<file path="config.mk">
export PLATFORM = sky130hd
export DESIGN_NAME = dpbp_queue
export DESIGN_NICKNAME = d
export VERILOG_FILES = /design/src/hw/rtl/dpbp_pkg.sv /design/src/hw/rtl/dpbp_queue.sv
export SDC_FILE = /design/constraint.sdc
export NUM_CORES = 1
export LEC_CHECK = 0
export BUFFER_PORTS_ARGS = -buffer_cell sky130_fd_sc_hd__buf_2
export CAP_MARGIN = 20
export CORE_ASPECT_RATIO = 1.2
export CORE_MARGIN = 2
export CORE_UTILIZATION = 60
export DETAILED_ROUTE_END_ITERATION = 8
export PLACE_DENSITY = 0.91
export SYNTH_ARGS = -nofsm -noshare
export SYNTH_HDL_FRONTEND = slang
export SYNTH_SLANG_ARGS = --single-unit
</file>
<file path="constraint.sdc">
create_clock -name clk -period 15.1 [get_ports clk]
set_clock_uncertainty 0.15 [all_clocks]
set_input_delay 3.02 -clock clk [delete_from_list [all_inputs] [get_ports clk]]
set_output_delay 3.02 -clock clk [all_outputs]
set_load 0.02 [all_outputs]
</file>
<file path="src/hw/rtl/dpbp_pkg.sv">
// shared types and constants for the depth pixel back-projection core
package dpbp_pkg;

	// input request kinds carried on tuser
	localparam logic ACT_PIXEL = 1'b0;
	localparam logic ACT_POSE  = 1'b1;

	// pose row code that loads nothing
	localparam logic [1:0] POSE_ROW_NONE = 2'd3;

	// configuration register indexes
	localparam logic [2:0] CFG_INV_FOCAL_X = 3'd0;
	localparam logic [2:0] CFG_INV_FOCAL_Y = 3'd1;
	localparam logic [2:0] CFG_CENTER_X    = 3'd2;
	localparam logic [2:0] CFG_CENTER_Y    = 3'd3;
	localparam logic [2:0] CFG_METRES_UNIT = 3'd4;
	localparam logic [2:0] CFG_MAX_DEPTH   = 3'd5;
	localparam logic [2:0] CFG_MIN_DEPTH   = 3'd6;

	// queue between front and back
	localparam int QDEPTH = 4;
	localparam int QAW    = 2;
	localparam int QCW    = 3;

	// classified request handed from front to back
	typedef struct packed {
		logic               pose;
		logic               clamped;
		logic [31:0]        depth;
		logic signed [28:0] du;
		logic signed [28:0] dv;
		logic [1:0]         sel;
		logic signed [17:0] ra;
		logic signed [17:0] rb;
		logic signed [17:0] rc;
		logic signed [31:0] offset;
	} dpbp_item_t;

	// queue status seen by front and back
	typedef struct packed {
		logic [QCW-1:0] level;
		logic           empty;
	} dpbp_qstat_t;

	// clip to the signed 32 bit range
	function automatic logic [31:0] sat32(input logic signed [67:0] v);
		logic [31:0] r;
		if (v > 68'sd2147483647) begin
			r = 32'h7FFF_FFFF;
		end else if (v < -68'sd2147483648) begin
			r = 32'h8000_0000;
		end else begin
			r = v[31:0];
		end
		return r;
	endfunction

endpackage

</file>
<file path="src/hw/rtl/dpbp_queue.sv">
// short queue between front and back
module dpbp_queue (
	input  logic                  clk,
	input  logic                  arst_n,
	input  logic                  push,
	input  dpbp_pkg::dpbp_item_t  push_item,
	input  logic                  pop,
	output dpbp_pkg::dpbp_item_t  head,
	output dpbp_pkg::dpbp_qstat_t qstat
);
	import dpbp_pkg::*;

	dpbp_item_t     mem_q [QDEPTH];
	logic [QAW-1:0] wr_ptr_q;
	logic [QAW-1:0] rd_ptr_q;
	logic [QCW-1:0] level_q;

	// pointers and fill level
	always_ff @(posedge clk or negedge arst_n) begin
		if (!arst_n) begin
			wr_ptr_q <= '0;
			rd_ptr_q <= '0;
			level_q  <= '0;
		end else begin
			if (push) begin
				wr_ptr_q <= wr_ptr_q + QAW'(1);
			end
			if (pop) begin
				rd_ptr_q <= rd_ptr_q + QAW'(1);
			end
			level_q <= level_q + QCW'(push) - QCW'(pop);
		end
	end

	// entry storage
	always_ff @(posedge clk) begin
		if (push) begin
			mem_q[wr_ptr_q] <= push_item;
		end
	end

	assign head        = mem_q[rd_ptr_q];
	assign qstat.level = level_q;
	assign qstat.empty = (level_q == '0);

endmodule

</file>
## Word level (Yosys, flattened, before mapping)

Memories as Yosys holds them, arrays and structs flattened.
Index checks and enable logic that the tools add are counted.
W data, S select, Z words.

- Word-level logic and storage cells: 11
- Flip-flop bits (word level): 7
- Bits of input ports: 184
- Memories: 1
- RAM bits: 720

Memories:

| memory | depth | bits a word | rd ports | clocked after memory_dff | write ports | line | RTL |
|---|---|---|---|---|---|---|---|
| mem_q | 4 | 180 | 1 | 0 | 1 | dpbp_queue.sv:13 | `dpbp_item_t mem_q [QDEPTH];` |

- Reductions and logical operators: 1
- $add $sub $neg: 4
- Multiplexer cells: 2

Operators with widths:

| kind | count |
|---|---|
| $add A2 B1 Y2 const B | 2 |
| $add A3 B1 Y3 | 1 |
| $logic_not A3 Y1 | 1 |
| $sub A3 B1 Y3 | 1 |
| $mux W1 | 2 |

## Logic depth before layout (Yosys ltp)

- Word-level depth: 2
- Gate-level depth with buffers: 7

## Least setup slack after synthesis

OpenSTA, ideal clock, no wires.

- Kind: input port to flip-flop
- Start point: in push
- End point: mem mem_q[0][0] (netlist name), enable pin
- Arrival: 7112 ps
- Slack: 7277 ps
- Stages on the path: 1
- Setup time: 561 ps
- Buffers on the path: 0
- Path through: and2_1

- Cells in the longest elaborated chain, start to end: 2

RTL lines:

| element | line | RTL |
|---|---|---|
| start, declared | dpbp_queue.sv:5 | `input logic push,` |
| $mux W1 | dpbp_queue.sv:37 | `if (push) begin` |
| $mux W1 (not written as such) | dpbp_queue.sv:38 | `mem_q[wr_ptr_q] <= push_item;` |
| end, declared | dpbp_queue.sv:13 |  |

Every way passes these cells.

==> out/qor.yml <==
logic_synthesis:
  synth_top_cell_area_share_pct: 82.0
  synth_nets: 1164
  synthTopCellsByCount: "edfxtp_1 (720), mux4_2 (180), buf_2 (20), buf_6 (20), dfrtp_1 (7)"
  post_synth.cell_area_avg_um2: 27.1
  mappedNetlistArea_um2: 26400
  ys_seq_area_share_pct: 82.6
  syn-instance-count: 973
  synth_cell_types: 14
  yosysTopAreaCell: "edfxtp_1"
  post-synth-top-count-cell: "edfxtp_1"
  synth-seq-cells: 727
  synthTopCellsByArea: "edfxtp_1 (82%), mux4_2 (15%), buf_6 (0.85%)"
  synthFlopType: "edfxtp_1"
  yosysWarnings: 0
  async_reset_ff_share_pct: 0.963
  synth_enable_flop_cells: 720
worst_setup_path:
  arrival_ns: 3.23
  worstPathCellList: "buf_4 -> mux4_2 -> buf_2"
  crit_type: "register to output port"
  startpoint_type: "register"
  cp.required_ns: 11.93
  critPathMaxFanout: 48
  cp-end-kind: "output port"
  slowest_stage: "dfrtp_4"
  max_stage_delay_ns: 0.88
power_and_ir_drop:
  leakage_nw: 10.5
  power_density_nw_per_um2: 205
  peakVddDrop_mv: 0.216
sta:
  period_share_pct: 42.4
  setup_violations: 0
  hold_slack_ns: 0.444
  fmax_mhz: 156
  finalHoldViolations: 0
  rsz0062_at_grt: "false"
  slew_headroom_pct: 27.4
  maxSlewViolCount: 0
  tns_ns: 0
  worstMarginPinSlew_ns: 1.09
  period_needed_ns: 6.40
global_route:
  grt_max_degree: 101
  grt_pass1_vias: 12500
  antenna_found_initial: 27
  grt_usage_pct: 23.3
  grt_overflow: 0
  grt_pass1_wl_um: 76900
drt:
  ant_nets: 0
  drt_pass1_iterations: 5
  viasPerCell: 5.89
  initialDrtViolationCount: 841
  drc: 0
  wl_per_cell_um: 26.2
  totalWireLength_um: 52700
  vias: 11800
hold_path:
  holdCritPathClass: "register to register"
place:
  place.gp.congestion: 0.747
  hpwl_um: 31100
  port_buffers: 367
clocking:
  clk_path_buf_depth: 3
  cts_setup_buffers: 0
  clk_pin_slew_ns: 0.06
  cts-root-buf: "clkbuf_16"
  h-tree-depth: 3
  clk_latency_ns: 0.58
  numCtsBuffers: 67
  clock-sinks: 727
  cts_tree: "built"
  holdBufCountCts: 0
  cts-resized-gates: 0
final_layout:
  drive_gt1_share_pct: 45.5
  syn_to_final_growth_pct: 17.0
  nFillCells: 2441
  fin_nets: 1573
job:
  cap_violations: 0
floorplanning:
  start_util_pct: 60.5
  die-width_um: 195
  die_h_um: 234
  rows: 84
  core_um2: 43600
  dieArea_um2: 45700
  pin_count: 368
run_status:
  status: "finished clean"
-- power by group --
group / total (W) / internal (W) / switching [W]
logic: 0.00194 / 0.000766 / 0.00118
registers: 0.00279 / 0.00264 / 0.000148
clock network: 0.00158 / 0.000909 / 0.000675
total: 0.00632 / 0.00432 / 0.00200
-- per-layer routing --
metal / GRT usage, % / vias to the layer above / share of wire, % / wire (µm)
met5: 0 / - / 0.22 / 115
met4: 10.5 / 16 / 3.3 / 1750
met3: 7.10 / 100 / 7.9 / 4160
met2: 38.4 / 491 / 52 / 27500
met1: 28.8 / 6168 / 36 / 19200
li1: - / 5067 / - / -
-- worst paths after layout --
path	startpoint	endpoint	slack (ns)	depth (start not counted)
setup / recovery	rd_ptr_q[0]$_DFFE_PN0P_	head[100]	8.70	3
hold / removal	wr_ptr_q[0]$_DFFE_PN0P_	wr_ptr_q[0]$_DFFE_PN0P_	0.44	1
setup reg to reg	wr_ptr_q[1]$_DFFE_PN0P_	mem_q[1][107]$_DFFE_PP_	12.14	4
hold reg to reg	wr_ptr_q[0]$_DFFE_PN0P_	wr_ptr_q[0]$_DFFE_PN0P_	0.44	1
max in group asynchronous	arst_n	rd_ptr_q[1]$_DFFE_PN0P_	12.49	1
min in group asynchronous	arst_n	wr_ptr_q[1]$_DFFE_PN0P_	2.12	1
-- placed cells by master, fill, tap and decap left out, types with 9 or more instances in the layout --
| cell type | instances |
|---|---|
| clkbuf_1 | 14 |
| buf_4 | 11 |
| mux4_2 | 180 |
| diode_2 | 20 |
| clkinv_1 | 19 |
| edfxtp_1 | 720 |
| clkbuf_16 | 73 |
| clkinv_2 | 9 |
| buf_2 | 367 |
-- cells by family (layout without fill, tap and decap cells) --
kind of cell / after synthesis / count (layout) / share of synthesized area (%)
flops: 727 / 727 / 82.6
mux: 180 / 180 / 15.4
buf+inv: 46 / 504 / 1.32
fa+ha+maj: 7 / 7 / 0.360
simple gates: 7 / 7 / 0.142
xor+xnor: 5 / 5 / 0.166
compound gates: 1 / 1 / 0.0190
other cells: 0 / 20 / 0
-- metrics by stage --
| step | cells | util [%] | cell area, µm² | setup WS [ns] | power, W |
|---|---|---|---|---|---|
| finish | 2010 | 70.7 | 30900 | 8.70 | 0.00632 |
| global route | 2005 | 70.7 | 30800 | 8.44 | 0.00657 |
| CTS | 1989 | 70.6 | 30800 | 8.56 | 0.00639 |
| detailed placement | 1871 | 65.8 | 28700 | 9.23 | 0.00479 |
| global placement | 1871 | 65.8 | 28700 | 9.22 | 0.00474 |
| floorplan | 973 | - | 26400 | 7.28 | 0.00423 |
-- worst max-delay path: cells and delay by family, from the launching register on --
| kind | cells | cell delay [ns] |
|---|---|---|
| buffers and inverters | 2 | 1.05 |
| DFF | 1 | 0.88 |
| muxes | 1 | 0.66 |
-- area by class of cell --
class	instances	area (µm²)	area share (%)
flip-flops and latches	727	21800	70.7
clock inverters	31	184	0.596
repair buffers	380	1970	6.38
multi-input cells	200	4250	13.8
inverters	6	22.5	0.0730
well taps	559	699	2.27
clock buffers	87	1880	6.09
diodes	20	50.0	0.162
-- sequential cells by signal, indices dropped and copies added (netlist names) --
signal    count
rd_ptr_q      2
level_q       3
wr_ptr_q      2
mem_q       720
No activity file was read; power rests on OpenSTA's default activity.
