===== config.mk =====
export PLATFORM = sky130hd
export DESIGN_NAME = dpbp_front
export DESIGN_NICKNAME = d
export VERILOG_FILES = /design/src/hw/rtl/dpbp_pkg.sv /design/src/hw/rtl/dpbp_front.sv
export SDC_FILE = /design/constraint.sdc
export NUM_CORES = 1
export LEC_CHECK = 0
export ABC_AREA = 0
export BUFFER_PORTS_ARGS = -buffer_cell sky130_fd_sc_hd__buf_2
export CORE_AREA = 2 2 198 200
export CTS_CLUSTER_DIAMETER = 120
export DETAILED_ROUTE_END_ITERATION = 10
export DIE_AREA = 0 0 200 202
export PLACE_DENSITY = 0.86
export SLEW_MARGIN = 10
export SYNTH_ARGS = -nofsm -noshare
export SYNTH_HDL_FRONTEND = slang
export SYNTH_SLANG_ARGS = --single-unit

===== constraint.sdc =====
create_clock -name clk -period 7.1 [get_ports clk]
set_input_delay 0.355 -clock clk [delete_from_list [all_inputs] [get_ports clk]]
set_output_delay 0.355 -clock clk [all_outputs]
set_load 0.03 [all_outputs]

===== src/hw/rtl/dpbp_pkg.sv =====
// shared types and constants for the depth pixel back-projection core
package dpbp_pkg;

	// input request kinds carried on tuser
	localparam logic ACT_PIXEL = 1'b0;
	localparam logic ACT_POSE  = 1'b1;

	// pose row code that loads nothing
	localparam logic [1:0] POSE_ROW_NONE = 2'd3;

	// configuration register indexes
	localparam logic [2:0] CFG_INV_FOCAL_X = 3'd0;
	localparam logic [2:0] CFG_INV_FOCAL_Y = 3'd1;
	localparam logic [2:0] CFG_CENTER_X    = 3'd2;
	localparam logic [2:0] CFG_CENTER_Y    = 3'd3;
	localparam logic [2:0] CFG_METRES_UNIT = 3'd4;
	localparam logic [2:0] CFG_MAX_DEPTH   = 3'd5;
	localparam logic [2:0] CFG_MIN_DEPTH   = 3'd6;

	// queue between front and back
	localparam int QDEPTH = 4;
	localparam int QAW    = 2;
	localparam int QCW    = 3;

	// classified request handed from front to back
	typedef struct packed {
		logic               pose;
		logic               clamped;
		logic [31:0]        depth;
		logic signed [28:0] du;
		logic signed [28:0] dv;
		logic [1:0]         sel;
		logic signed [17:0] ra;
		logic signed [17:0] rb;
		logic signed [17:0] rc;
		logic signed [31:0] offset;
	} dpbp_item_t;

	// queue status seen by front and back
	typedef struct packed {
		logic [QCW-1:0] level;
		logic           empty;
	} dpbp_qstat_t;

	// clip to the signed 32 bit range
	function automatic logic [31:0] sat32(input logic signed [67:0] v);
		logic [31:0] r;
		if (v > 68'sd2147483647) begin
			r = 32'h7FFF_FFFF;
		end else if (v < -68'sd2147483648) begin
			r = 32'h8000_0000;
		end else begin
			r = v[31:0];
		end
		return r;
	endfunction

endpackage


===== src/hw/rtl/dpbp_front.sv =====
// front end: accepts requests, scales depth, clamps or drops, pushes to the queue
module dpbp_front #(
	parameter int COORD_BITS = 12,
	parameter int DEPTH_BITS = 16
) (
	input  logic                clk,
	input  logic                arst_n,
	input  logic                s_tvalid,
	output logic                s_tready,
	// pixel_col, pixel_row, raw_depth, row_select, rot_a, rot_b, rot_c, offset
	input  logic [127:0]        s_tdata,
	// action
	input  logic                s_tuser,
	input  logic [31:0]         metres_per_unit,
	input  logic [31:0]         max_depth,
	input  logic [31:0]         min_depth,
	input  logic [27:0]         center_x,
	input  logic [27:0]         center_y,
	input  dpbp_pkg::dpbp_qstat_t qstat,
	output logic                push,
	output dpbp_pkg::dpbp_item_t push_item
);
	import dpbp_pkg::*;

	localparam logic [11:0] COL_MASK = 12'((32'd1 << COORD_BITS) - 32'd1);
	localparam logic [15:0] RAW_MASK = 16'((32'd1 << DEPTH_BITS) - 32'd1);

	logic               valid_s1;
	logic               pose_s1;
	logic               zero_s1;
	logic [47:0]        prod_s1;
	logic [11:0]        col_s1;
	logic [11:0]        row_s1;
	logic [1:0]         sel_s1;
	logic signed [17:0] ra_s1;
	logic signed [17:0] rb_s1;
	logic signed [17:0] rc_s1;
	logic signed [31:0] offset_s1;

	logic        accept;
	logic [15:0] raw_m;
	logic [31:0] depth;
	logic        clamp;
	logic        drop;

	// credit check: queue level plus the request in flight
	assign s_tready = ({1'b0, qstat.level} + {{QCW{1'b0}}, valid_s1}) < (QCW+1)'(QDEPTH);
	assign accept   = s_tvalid && s_tready;
	assign raw_m    = s_tdata[39:24] & RAW_MASK;

	// stage 1: depth scale product and captured fields
	always_ff @(posedge clk or negedge arst_n) begin
		if (!arst_n) begin
			valid_s1 <= 1'b0;
		end else begin
			valid_s1 <= accept;
		end
	end

	always_ff @(posedge clk) begin
		if (accept) begin
			pose_s1   <= (s_tuser == ACT_POSE);
			zero_s1   <= (raw_m == 16'd0);
			prod_s1   <= {32'd0, raw_m} * {16'd0, metres_per_unit};
			col_s1    <= s_tdata[11:0] & COL_MASK;
			row_s1    <= s_tdata[23:12] & COL_MASK;
			sel_s1    <= s_tdata[41:40];
			ra_s1     <= s_tdata[59:42];
			rb_s1     <= s_tdata[77:60];
			rc_s1     <= s_tdata[95:78];
			offset_s1 <= s_tdata[127:96];
		end
	end

	// depth limits
	assign depth = prod_s1[47:16];
	assign clamp = zero_s1 || (depth > max_depth);
	assign drop  = !clamp && (depth < min_depth);

	// classify and hand over
	always_comb begin
		push_item.pose    = pose_s1;
		push_item.clamped = clamp;
		push_item.depth   = clamp ? max_depth : depth;
		push_item.du      = $signed({1'b0, col_s1, 16'd0}) - $signed({1'b0, center_x});
		push_item.dv      = $signed({1'b0, row_s1, 16'd0}) - $signed({1'b0, center_y});
		push_item.sel     = sel_s1;
		push_item.ra      = ra_s1;
		push_item.rb      = rb_s1;
		push_item.rc      = rc_s1;
		push_item.offset  = offset_s1;
	end

	assign push = valid_s1 && (pose_s1 ? (sel_s1 != POSE_ROW_NONE) : !drop);

endmodule


# Word-level counts from Yosys, hierarchy flattened
# Index checks and enable logic that the tools add are counted.
dict set report word_totals {
  ff_bits 163
  inputBits 288
  out_inout_bits 182
}
dict set report op_classes {
  add_sub_neg 3
  n_mul 1
  order_cmp 3
  n_eq_ne 1
  n_mux 2
  reduce_logical 7
}
# operator count
set op_table {}
lappend op_table {{$sub A28 B28 Y29} 2}
lappend op_table {{$mul A16 B32 Y48} 1}
lappend op_table {{$gt A32 B32 Y1} 1}
lappend op_table {{$lt A32 B32 Y1} 1}
lappend op_table {{$mux W32} 1}
lappend op_table {{$logic_not A16 Y1} 1}
lappend op_table {{$add A3 B1 Y4} 1}
lappend op_table {{$lt A4 B3 Y1 const B} 1}
lappend op_table {{$logic_and A1 B1 Y1} 3}
lappend op_table {{$logic_not A1 Y1} 2}
lappend op_table {{$ne A2 B2 Y1 const B} 1}
lappend op_table {{$logic_or A1 B1 Y1} 1}
lappend op_table {{$mux W1} 1}

# Logic depth before layout (Yosys ltp)
# Gate-level depths: netlist of run 1.
dict set report depth {
  depth_word 7
  mapped_depth 24
  mapped_depth_nobuf 23
}

# Worst setup path after synthesis of run 1
# OpenSTA, ideal clock, no wires.
dict set report synth_timing {
  kind {input to register}
  startpoint {input port metres_per_unit[5]}
  endpoint {register prod_s1[46] (data pin)}
  setup_time_ps 262
  arrival_ps 6043
  t_required_ps 6838
  path_slack_ps 795
  stages 22
  path_cell_list {clkbuf_1 -> and2_1 -> fa_1 -> inv_1 -> fa_1 -> fa_1 -> fa_1 -> inv_1 -> fa_1 -> inv_1 -> fa_1 -> inv_1 -> ha_1 -> a21o_1 -> a21o_1 -> a2111oi_0 -> a211oi_1 -> o21ai_0 -> nand3_1 -> a21oi_1 -> o21bai_1 -> xor2_1}
}
dict set report synth_via {
  elab_chain_cells 1
}
# element line_no
set synth_rtl {}
lappend synth_rtl {{start, declared} dpbp_front.sv:14} ;# input logic [31:0] metres_per_unit,
lappend synth_rtl {{$mul A16 B32 Y48} dpbp_front.sv:64} ;# prod_s1 <= {32'd0, raw_m} * {16'd0, metres_per_unit};
lappend synth_rtl {{end signal, assigned} dpbp_front.sv:64}
lappend synth_rtl {{end, declared} dpbp_front.sv:31} ;# logic [47:0] prod_s1;
# No other way between the ends.
# A chain may end at the register's enable or synchronous reset.

# Final worst setup path of run 1
dict set report layout_timing {
  startpoint {input port s_tdata[30]}
  endpoint {register prod_s1[41] (data pin)}
}
dict set report layout_via {
  elab_chain_cells 1
}
# element line_no
set layout_rtl {}
lappend layout_rtl {{start, declared} dpbp_front.sv:11} ;# input logic [127:0] s_tdata,
lappend layout_rtl {{$mul A16 B32 Y48} dpbp_front.sv:64}
# No other way between the ends.

==> results of run 1 <==
[cells in the final DEF, fill, tap and decap left out, types with 4 or more instances in the layout]
master / netlist / final
o21bai_1: 6 / 6
inv_6: 0 / 5
nand3_1: 22 / 22
diode_2: 0 / 15
buf_2: 0 / 468
o21ai_0: 41 / 41
nand2_1: 347 / 347
a211oi_1: 5 / 5
and3_1: 5 / 5
nand2b_1: 10 / 10
ha_1: 206 / 206
or4_1: 5 / 5
or4_4: 4 / 4
o21a_1: 6 / 6
nor3_1: 24 / 24
nor2b_1: 14 / 14
xor2_1: 24 / 24
o211ai_1: 7 / 7
xnor2_1: 54 / 54
nand4_1: 21 / 21
edfxtp_1: 146 / 146
a21o_1: 47 / 47
and2_1: 210 / 209
fa_1: 417 / 417
a21oi_1: 79 / 78
buf_4: 4 / 63
a31oi_1: 8 / 8
clkbuf_16: 0 / 17
nor2_1: 40 / 40
nor4_1: 11 / 11
mux2_2: 31 / 31
inv_1: 558 / 558
and4_1: 4 / 4
[flip-flops by register name (all words and copies together), names as in the netlist]
name,cells
offset_s1,32
prod_s1,32
ra_s1,18
rb_s1,18
rc_s1,18
col_s1,12
row_s1,12
sel_s1,2
pose_s1,1
valid_s1,1
zero_s1,1
[per-layer routing]
| layer | track usage | vias up | share of wire |
|---|---|---|---|
| li1 | - | 8593 | - |
| met1 | 0.4819 | 9717 | 0.37 |
| met2 | 0.5928 | 1300 | 0.46 |
| met3 | 0.1362 | 262 | 0.13 |
| met4 | 0.1381 | 22 | 0.036 |
| met5 | 0 | - | 0.0025 |
[cells by family after synthesis]
group           Yosys count  share of synthesized area
compound gates          227                    0.06000
xor+xnor                 78                    0.02866
fa+ha+maj               623                     0.4584
buf+inv                 655                     0.1038
flops                   147                     0.1850
mux                      31                    0.01465
simple gates            726                     0.1495
[worst max-delay path by stage]
stage	to	slack (ps)
after CTS	prod_s1[46]	600
after global placement	prod_s1[46]	190
after floorplan	prod_s1[46]	790
after global routing	prod_s1[41]	290
final	prod_s1[41]	490
after detailed placement	prod_s1[46]	150
[cell type report]
cell class,instances,share of cell area
inverters,558,0.07591
well taps,518,0.02349
repair buffers,533,0.1031
diodes,15,0.001360
multi-input cells,1685,0.6149
clock buffers,17,0.01542
clock inverters,15,0.006031
flip-flops and latches,147,0.1598
[per-stage QoR]
| step | hold WS (ps) | worst slack [ps] | instance area, µm² | std cells |
|---|---|---|---|---|
| floorplan | 59.41 | 794.8 | 23830 | 2487 |
| global placement | 153.1 | 189.0 | 26950 | 3440 |
| detailed placement | 153.0 | 148.9 | 26950 | 3440 |
| CTS | 57.03 | 596.9 | 27550 | 3473 |
| global route | 59.01 | 287.6 | 27570 | 3481 |
| finish | 77.22 | 487.3 | 27590 | 3488 |
[worst max-delay path, delay by kind of cell]
kind / cells / cell delay [ps]
adders and majority gates: 7 / 3310
AOI/OAI and AO/OA: 8 / 1690
buffers and inverters: 7 / 1050
and+or+nand+nor: 1 / 240
xor gates and xnor gates: 1 / 150
[timing repair]
| action | 4_1_cts | 5_1_grt |
|---|---|---|
| hold endpoints to repair | 1 | 0 |
| buffers inserted | 0 | 0 |
| hold buffers | 1 | 0 |
==> metrics, run 1 <==
status=finished, final reports clean; Routed Antenna Nets=0; I/O Buffers=468; crit path cell chain=buf_2 > and2_1 > fa_1 > inv_1 > fa_1 > fa_1 > inv_1 > fa_1 > fa_1 > inv_1 > fa_1 > inv_1 > ha_1 > a21oi_1 > o21ai_0 > a2111oi_0 > buf_4 > a211oi_1 > buf_4 > o21ai_0 > a31oi_1 > o21ai_0 > a21oi_1 > xor2_1; via/cell ratio=5.704; flip-flop and latch area=0.004409 mm²; Cell Area, Synth=0.02383 mm²; FP Rows=72; CP max stage delay=560 ps; io pins=470; Worst Tran Pin Value=874.5 ps; CP Capture Type=flop; RR Endpoint=rb_s1[16]; hold path cells=1; nets=3853; CP Launch Type=input port; number of synthesized flops with an enable pin=146; post-synth top area cell=fa_1; CTS Sinks=147; post-synth cell types=56; Seq cells post-synth=147; first drt pass iteration count=6; area of the multi-input gates=0.01697 mm²; FF-to-FF setup slack=4660 ps; # setup viols final=0; Core ar.=0.03829 mm²; RSZ-0062 raised after global routing=no; Filler cells=2714; critical path's most frequent cell=fa_1; Max Cap Viol=0; Wirelength per Cell=21.41 µm; Die W=200 µm; ranking of synthesized cells by area=fa_1 35%, edfxtp_1 18%, ha_1 11%; worst relative slew slack=0.4170; routability cong.=0.9524; CP startpoint=s_tdata[30]; # H-tree levels=4; initial antenna violation count=25; total number of vias=19890; top_reg_cell synth=edfxtp_1; final HPWL from detailed placement=60540 µm; clk_lat worst skew=450 ps; setup_tns=0 ps; Initial Utilization=0.6225; post-synthesis sequential area ratio=0.1850; DRC Markers=0; Worst Hold End=offset_s1[21]; Root Buffer=clkbuf_16; utilization after layout=0.7207; CTS resizes=0; Yosys Warn Count=0; CTS Buffer Depth=2; Tot GR Track Use=0.3772; worst hold start=s_tdata[117]; worst hold path type=in2reg; Setup CP Type=in2reg; CTS Buf Count=17; Crit path arrival time=6810 ps; die area=0.04040 mm²; fin. max-slew vios=0; ratio of cells with drive above 1 in the final layout=0.2071; total nets after synthesis=3398; r2r startpoint=valid_s1; min Tclk post-route=6613 ps; GRT overflow=0; Synth top cells by count=558 x inv_1, 417 x fa_1, 347 x nand2_1; Clk pin slew, worst setup/hold paths=70 ps; CTS tree=done; first-pass GRT wire length=113600 µm; R2R cell count=3; Fin. Hold Viols=0; die height=202 µm; Worst Path Required=7300 ps; final WL=74690 µm; Gate Count Post-Synth=2487; slowest CP cell=fa_1; period utilisation layout=0.9314; Avg Synthesized Cell Area=9.583 µm²; number of global-route vias before repair=20920; Max Clock Skew=12.48 ps; Worst Path Max Fanout=21; drt first-iter violations=1790; most common cell in the synthesized netlist=inv_1; largest net degree at the start of global routing=65; Peak Freq=0.1512 GHz; top cell type's share of synthesized area=0.3503; Layout area overhead=15.76%; Synth async-reset ratio=0.006803
Power of run 1 is not shown: default switching activity piles up to over one toggle a cycle in this logic, so the estimate is an artifact.
==> inputs of run 2 (changes only) <==
--- a/config.mk
+++ b/config.mk
@@ -7,10 +7,12 @@
 export LEC_CHECK = 0
 export ABC_AREA = 0
 export BUFFER_PORTS_ARGS = -buffer_cell sky130_fd_sc_hd__buf_2
-export CORE_AREA = 2 2 198 200
+export CELL_PAD_IN_SITES_DETAIL_PLACEMENT = 0
+export CELL_PAD_IN_SITES_GLOBAL_PLACEMENT = 1
+export CORE_AREA = 2 2 238 217
 export CTS_CLUSTER_DIAMETER = 120
 export DETAILED_ROUTE_END_ITERATION = 10
-export DIE_AREA = 0 0 200 202
+export DIE_AREA = 0 0 240 219
 export PLACE_DENSITY = 0.86
 export SLEW_MARGIN = 10
 export SYNTH_ARGS = -nofsm -noshare
==> constraint.sdc (replaced) <==
create_clock -name clk -period 7.1 [get_ports clk]
set_input_delay 1.065 -clock clk [delete_from_list [all_inputs] [get_ports clk]]
set_output_delay 1.065 -clock clk [all_outputs]
set_load 0.03 [all_outputs]
==> run 2 against run 1 <==
Compared with the run above:
- wire length about the same
- via count is 3.0% lower
- final cell count increased by 7.4%
- setup slack worse by 270 ps
- fmax fell by 3.9%
- critical path depth increased by 2
- register-to-register slack got worse by 130 ps
- cell area is 3.9% higher
- die area grew 30%
- highest routed layer unchanged
==> metrics, run 2 (synthesis results as in run 1) <==
status=finished, final reports clean; CP bufs+invs=9 (+2); flip-flop and latch area=0.004409 mm² (unchanged); CP Capture Type=flop; FF-to-FF setup slack=4530 ps (-130 ps); Worst Path Required=7300 ps (about the same); RR Endpoint=prod_s1[22]; Hold Buf Count CTS=0 (-1); utilization after layout=0.5736 (-0.1471); Worst Path Max Fanout=9 (-57%); Max Cap Viol=0 (unchanged); Routed Antenna Nets=0 (unchanged); Initial Utilization=0.4770 (-0.1455); routability cong.=0.9805 (+3.0%); Worst Tran Pin Value=876.8 ps (+2.231 ps); Largest delay share family, worst path=adder cells; Max Clock Skew=18.02 ps (+5.535 ps); first drt pass iteration count=6 (unchanged); Die W=240 µm (+20%); slowest CP cell=fa_1; Core ar.=0.04997 mm² (+31%); grt met2 use=0.4572 (-0.1355); CTS tree=done; DRC Markers=0 (unchanged); CP Launch Type=input port; commonest non-fill, non-tap cell in the layout=inv_1; most used routing layer=met2; CTS Buf Count=17 (unchanged); Fin. Hold Viols=0 (unchanged); largest net degree at the start of global routing=70 (+7.7%); Non-Filler Instances=3746 (+7.4%); Peak Freq=0.1453 GHz (-3.9%); pre-CTS setup slack=-505.5 ps (-654.4 ps); Root Buffer=clkbuf_16; Layout area overhead=20.25%; r2r startpoint=valid_s1; final setup margin=216.6 ps (-270.7 ps); CTS Sinks=147 (unchanged); Inst Count DP=3704 (+7.7%); ratio of cells with drive above 1 in the final layout=0.2376 (+0.03046); drt first-iter violations=1546 (-14%); worst relative slew slack=0.4004 (-0.01660); # H-tree levels=4 (unchanged); Tot GR Track Use=0.2884 (-0.08881); Largest regs=offset_s1: 32 flops, prod_s1: 32 flops; clk_lat worst skew=430 ps (-20 ps); # setup viols final=0 (unchanged); R2R cell count=3 (unchanged); fin. max-slew vios=0 (unchanged); first-pass GRT wire length=115300 µm (+1.5%); io pins=470 (unchanged); nets=3954 (+2.6%); number of global-route vias before repair=20080 (-4.0%); via/cell ratio=5.152 (-9.7%); Setup CP Type=in2reg; final HPWL from detailed placement=65520 µm (+8.2%); CTS Buffer Depth=2 (unchanged); min Tclk post-route=6883 ps (+270.7 ps); FP Rows=78 (+8.3%); Crit path arrival time=7080 ps (+270 ps); initial antenna violation count=20 (-20%); GR Util met3=0.05233 (-0.08383); most frequent cells in the layout=558 x inv_1, 468 x buf_2, 417 x fa_1; GRT overflow=0 (unchanged); final WL=74720 µm (about the same); worst hold path type=in2async; CP max stage delay=560 ps (about the same); period utilisation layout=0.9695 (+0.03812); Wirelength per Cell=19.95 µm (-6.9%); area of the multi-input gates=0.01702 mm² (+0.33%); die area=0.05256 mm² (+30%); RSZ-0062 raised after global routing=no; Clk pin slew, worst setup/hold paths=80 ps (about the same); critical path's most frequent cell=fa_1; total number of vias=19300 (-3.0%); die height=219 µm (+8.4%); I/O Buffers=468 (unchanged); routing usage on met1=0.4197 (-0.06222); Filler cells=4429 (+63%)
## run 2: final cells by class
class,instances,share of cell area
Timing Repair Buffer,634,0.1274
Antenna cell,10,0.0008731
Clock inverter,15,0.006417
Sequential cell,147,0.1538
Tap cell,680,0.02969
Inverter,558,0.07308
Multi-Input combinational cell,1685,0.5939
Clock buffer,17,0.01484
## run 2: stage by stage
step / hold slack [ps] / area (µm²) / TNS [ps]
2_1_floorplan: 769.4 / 23830 / 0
4_1_cts: 371.7 / 28580 / 0
3_3_place_gp: 841.3 / 27970 / -3530
6_report: 389.9 / 28660 / 0
3_5_place_dp: 844.1 / 27970 / -4251
5_1_grt: 376.5 / 28650 / 0
## run 2: worst max-delay path by stage
stage / startpoint / depth (start not counted) / to
6_report: metres_per_unit[5] / 26 / prod_s1[46]
3_3_place_gp: metres_per_unit[5] / 26 / prod_s1[46]
2_1_floorplan: metres_per_unit[5] / 22 / prod_s1[46]
4_1_cts: s_tdata[30] / 26 / prod_s1[41]
5_1_grt: metres_per_unit[5] / 26 / prod_s1[46]
3_5_place_dp: s_tdata[30] / 26 / prod_s1[41]
## run 2: worst register-to-register path, stage by stage (launching register included)
cell and delay, ps:
dfrtp_1 460, a31oi_1 300, and2_4 560, buf_4 770
## run 2: what timing repair did
| action | CTS | global route |
|---|---|---|
| buffers inserted | 0 | 0 |
| pin swaps | 0 | 1 |
| endpoints found under the setup margin | 3 | 13 |
| gates resized for setup | 2 | 15 |
## run 2: per-layer routing
metal  up-vias  share of wire
li1       8811              -
met1      9563           0.45
met2       853           0.45
met3        71          0.088
met4         2          0.014
met5         -        0.00017
Power of run 2 is left out for the same reason.
